File: src/rtl/core/akcc_pkg.sv
// Shared constants and types of the call counter.
package akcc_pkg;

	localparam int AKCC_ENTRIES    = 64;
	localparam int AKCC_ADDR_BITS  = 48;
	localparam int AKCC_COUNT_BITS = 32;

	localparam logic OP_RECORD = 1'b0;
	localparam logic OP_READ   = 1'b1;

	// Control bits that ride along with a word through the cell chain.
	typedef struct packed {
		logic op;     // OP_RECORD or OP_READ
		logic done;   // an entry was matched, inserted or read
		logic fresh;  // the entry was inserted by this word
	} tok_ctl_t;

endpackage

File: src/rtl/core/akcc_cell.sv
// One table entry of the call counter chain: stores an address and count, checks the passing word.
module akcc_cell import akcc_pkg::*; #(
	parameter int POS        = 0,
	parameter int ADDR_BITS  = AKCC_ADDR_BITS,
	parameter int COUNT_BITS = AKCC_COUNT_BITS,
	parameter int IDX_BITS   = 6,
	parameter int FILL_BITS  = 7
) (
	input  logic                  clk,
	input  logic                  arst_n,
	input  logic [FILL_BITS-1:0]  fill,
	input  logic                  hold,
	input  logic                  in_vld,
	input  tok_ctl_t              in_ctl,
	input  logic [ADDR_BITS-1:0]  in_key,
	input  logic [IDX_BITS-1:0]   in_idx,
	input  logic [IDX_BITS-1:0]   in_ridx,
	input  logic [COUNT_BITS-1:0] in_rcnt,
	output logic                  out_vld,
	output tok_ctl_t              out_ctl,
	output logic [ADDR_BITS-1:0]  out_key,
	output logic [IDX_BITS-1:0]   out_idx,
	output logic [IDX_BITS-1:0]   out_ridx,
	output logic [COUNT_BITS-1:0] out_rcnt
);

	localparam logic [FILL_BITS-1:0] POS_F = FILL_BITS'(POS);
	localparam logic [IDX_BITS-1:0]  POS_I = IDX_BITS'(POS);

	logic [ADDR_BITS-1:0]  addr_q;
	logic [COUNT_BITS-1:0] cnt_q;
	logic                  vld_q;
	tok_ctl_t              ctl_q;
	logic [ADDR_BITS-1:0]  key_q;
	logic [IDX_BITS-1:0]   idx_q;
	logic [IDX_BITS-1:0]   ridx_q;
	logic [COUNT_BITS-1:0] rcnt_q;

	logic                  occupied;
	logic                  rec_live;
	logic                  hit_here;
	logic                  ins_here;
	logic                  rd_here;
	logic [COUNT_BITS-1:0] cnt_next;

	assign occupied = POS_F < fill;
	assign rec_live = in_vld && (in_ctl.op == OP_RECORD) && !in_ctl.done;
	assign hit_here = rec_live && occupied && (addr_q == in_key);
	assign ins_here = rec_live && (POS_F == fill);
	assign rd_here  = in_vld && (in_ctl.op == OP_READ) && occupied && (in_idx == POS_I);
	assign cnt_next = (&cnt_q) ? cnt_q : cnt_q + COUNT_BITS'(1);

	// Entry storage: written only by the word that hits or claims this slot.
	always_ff @(posedge clk) begin
		if (hit_here) begin
			cnt_q <= cnt_next;
		end else if (ins_here) begin
			addr_q <= in_key;
			cnt_q  <= COUNT_BITS'(1);
		end
	end

	always_ff @(posedge clk or negedge arst_n) begin
		if (!arst_n) begin
			vld_q <= 1'b0;
		end else begin
			vld_q <= in_vld || (vld_q && hold);
		end
	end

	// Hand the word to the next cell, folding in this entry's outcome.
	always_ff @(posedge clk) begin
		if (in_vld) begin
			ctl_q.op    <= in_ctl.op;
			ctl_q.done  <= in_ctl.done || hit_here || ins_here || rd_here;
			ctl_q.fresh <= in_ctl.fresh || ins_here;
			key_q       <= rd_here ? addr_q : in_key;
			idx_q       <= in_idx;
			ridx_q      <= (hit_here || ins_here || rd_here) ? POS_I : in_ridx;
			if (hit_here) begin
				rcnt_q <= cnt_next;
			end else if (ins_here) begin
				rcnt_q <= COUNT_BITS'(1);
			end else if (rd_here) begin
				rcnt_q <= cnt_q;
			end else begin
				rcnt_q <= in_rcnt;
			end
		end
	end

	assign out_vld  = vld_q;
	assign out_ctl  = ctl_q;
	assign out_key  = key_q;
	assign out_idx  = idx_q;
	assign out_ridx = ridx_q;
	assign out_rcnt = rcnt_q;

endmodule

File: config.mk
export PLATFORM = sky130hd
export DESIGN_NAME = akcc_cell
export DESIGN_NICKNAME = d
export VERILOG_FILES = /design/src/rtl/core/akcc_pkg.sv /design/src/rtl/core/akcc_cell.sv
export SDC_FILE = /design/constraint.sdc
export NUM_CORES = 1
export LEC_CHECK = 0
export ABC_AREA = 1
export BUFFER_PORTS_ARGS = -buffer_cell sky130_fd_sc_hd__buf_4
export CAP_MARGIN = 30
export CORE_UTILIZATION = 25
export DETAILED_ROUTE_END_ITERATION = 6
export PLACE_DENSITY_LB_ADDON = 0.25
export SLEW_MARGIN = 20
export SYNTH_ARGS = -nofsm -noshare
export SYNTH_HDL_FRONTEND = slang
export SYNTH_SLANG_ARGS = --single-unit
File: constraint.sdc
create_clock -name clk -period 2.6 [get_ports clk]
set_input_delay 0.65 -clock clk [delete_from_list [all_inputs] [get_ports clk]]
set_output_delay 0.65 -clock clk [all_outputs]
set_load 0.005 [all_outputs]
==> run metrics <==
top cells by area, synth=edfxtp_1 53%, nand2_1 15%, inv_1 6.3%; Power Dens Cells=507 mW/mm^2; io pins=202; final antenna diode count=0; WL/cell=between 15 and 20 um; Post-route DRC=0; vias in the first global route=8,577; DR iter-0 viols=between 600 and 700; final-report hold violation count=0; top-area cell type share of the netlist area=52.7%; Required @ worst endpoint=2.89 ns; Final period util=a little over 80%; Worst Setup SP=cnt_q[8]$_SDFFCE_PN0P_; Seq/Total Area, Yosys=between 50% and 60%; post-route ant nets=0; flops & latches, synth=176; CP Class=register to register; critical path peak fanout=19; maximum operating frequency=0.463 GHz; worst rel slew slack=74.3%; total iterations of the first detailed-routing run=7; Setup crit end=out_rcnt[22]$_DFFE_PP_; CTS tree=done; Via Count=9,015; Hold WC Path Type=primary input to register; fin util=33.6%; Ys Warns=0; Synth Instances=1,236; Min Clock Period, post-route=2.16 ns; post-detail-place hpwl=25,400 um; Leak=around 0.0057 uW; area post-placement=0.0124 mm^2; IR drop worst, VDD=0.000450 V; clock buffer count from CTS=17; Netlist cell types=34; Synth area leader=edfxtp_1; placer's final routability congestion estimate=between 0.8 and 0.9; Syn Std Cell Area=~0.01 mm^2; H-tree depth=4; # rows=72; R2R Path Start=cnt_q[8]$_SDFFCE_PN0P_; via/cell ratio=approximately 4.5; R2R Path End=out_rcnt[22]$_DFFE_PP_; core area=0.0390 mm^2; root buf cell=clkbuf_16; CP Capture Type=register; Post-Route WL=roughly 33,000 um; reg2reg path depth=9; Reg2Reg Setup Slack=0.44 ns; Die Y=202 um; first-pass GRT wire length=a little over 50,000 um; Crit path arrival time=2.45 ns; Starting Density=25.6%; ys flop type=edfxtp_1; Reg clk slew, reported paths=0.08 ns; width of the chip=202 um; latest clock arrival within the worst-skew pair=0.46 ns; Clock Tree Buf Depth=2; Mean Syn Cell Area=8.07 um^2; Max-Cap Viols=0; Post-Syn Nets=1,343; Die Footprint=0.0407 mm^2; ys async rst share=0.568%; Worst setup SP type=register; top-count cell post-synth=nand2_1; grt ovf=0; total power=6640 uW; initial antenna violation count=0; largest net degree at the start of global routing=71; RSZ-0062 raised after global routing=no; nets=1,570; Total GRT Usage=16.3%; area growth from synthesis to layout=31.3%; final instance area=between 0.01 and 0.015 mm^2; clock skew=roughly 0.022 ns; number of flops mapped to enable cells by yosys=around 180; share of cells above drive strength 1=21.9%; IO buf count=201; slew at the pin closest to its max-slew limit=0.384 ns; post-CTS setup buffers=0; Setup Viol. Count Final=0; status=completed; clock sink count=176; synth cell count leaders=390 x nand2_1, 175 x edfxtp_1, 168 x inv_1; Slew Viols, Final=0
worst max-delay path: stages, from the launching register on:
cell      delay [ns]
edfxtp_1        0.48
nand2_1         0.19
nor2_2          0.26
nand2_2         0.13
nor2_8          0.16
nand2_1         0.14
buf_4           0.24
nand3_1         0.11
nand4_1         0.12
nand2_1         0.16
power by group:
group,internal (uW),total [uW],switching (uW)
logic,293,566,273
registers,3220,3250,36.4
clock network,1490,2820,1330
total,5000,6640,1640
sequential cells by signal (all words and copies together), names as in the netlist:
register / flops
out_vld: 1
out_ctl: 3
cnt_q: 32
out_rcnt: 32
addr_q: 48
out_key: 48
out_ridx: 6
out_idx: 6
stage by stage:
stage                     setup TNS, ns  worst slack [ns]  hold WS [ns]  std cells
after floorplan                   -3.60            -0.103         0.354       1236
after global placement                0             0.192         0.426       1960
after detailed placement              0             0.173         0.426       1960
after CTS                             0             0.464         0.371       1993
after global routing                  0             0.164         0.371       1994
final                                 0             0.439         0.388       1994
per-layer routing:
| metal | track usage [%] | routed length (um) | up-vias |
|---|---|---|---|
| met1 | 22.5 | 15700 | 4225 |
| met2 | 25.8 | 15200 | 269 |
| met3 | 2.98 | 1740 | 35 |
| met5 | 0 | 0 | - |
| met4 | 4.57 | 594 | 0 |
| li1 | - | - | 4486 |
how the worst min path moves through the flow:
stage	cells past startpoint	start	slack, ns	endpoint
global placement	1	arst_n	0.43	out_vld$_DFF_PN0_
CTS	1	in_idx[3]	0.37	out_idx[3]$_DFFE_PP_
finish	1	in_idx[3]	0.39	out_idx[3]$_DFFE_PP_
global route	1	in_key[45]	0.37	addr_q[45]$_DFFE_PP_
floorplan	0	arst_n	0.35	out_vld$_DFF_PN0_
detailed placement	1	arst_n	0.43	out_vld$_DFF_PN0_
cell families (layout without fill, tap and decap cells):
| group | after synthesis | in the layout | synth area share, % |
|---|---|---|---|
| and+or+nand+nor | 736 | 736 | 32.0 |
| buffers and inverters | 207 | 447 | 8.03 |
| DFF | 176 | 176 | 53.0 |
| AOI/OAI and AO/OA | 96 | 96 | 4.91 |
| xor gates and xnor gates | 11 | 11 | 0.966 |
| muxes | 9 | 9 | 1.02 |
| adders and majority gates | 1 | 1 | 0.125 |
final cells by class:
type / count / area, um^2
Clock buffer: 17 / 425
Clock inverter: 15 / 214
Fill cell: 4079 / 25900
Inverter: 172 / 651
Multi-Input combinational cell: 853 / 3940
Sequential cell: 176 / 5280
Tap cell: 518 / 648
Timing Repair Buffer: 243 / 1930
layout by cell type, fill, tap and decap left out, types with 2 or more instances in the layout:
master / count
bufinv_16: 2
buf_12: 7
edfxtp_1: 175
nand2_2: 6
nor4_1: 2
clkinv_8: 4
buf_4: 234
inv_6: 3
nor2_1: 137
o21ai_0: 81
nor3_1: 22
a21oi_1: 11
nand4_1: 35
nand3b_1: 5
xnor2_1: 6
xor2_1: 5
clkinv_4: 3
nand3_4: 2
inv_8: 4
inv_1: 168
nand3_1: 109
and2_1: 2
clkbuf_16: 17
nand2_1: 389
mux2_2: 9
nor3_2: 4
nor2_2: 9
or2_2: 3
inv_2: 2
nor2_4: 8
timing repair:
item	in CTS	in global routing
resized for setup	0	0
endpoints found under the hold margin	1	0
hold buffers	1	0
No activity file was read; power rests on OpenSTA's default activity.
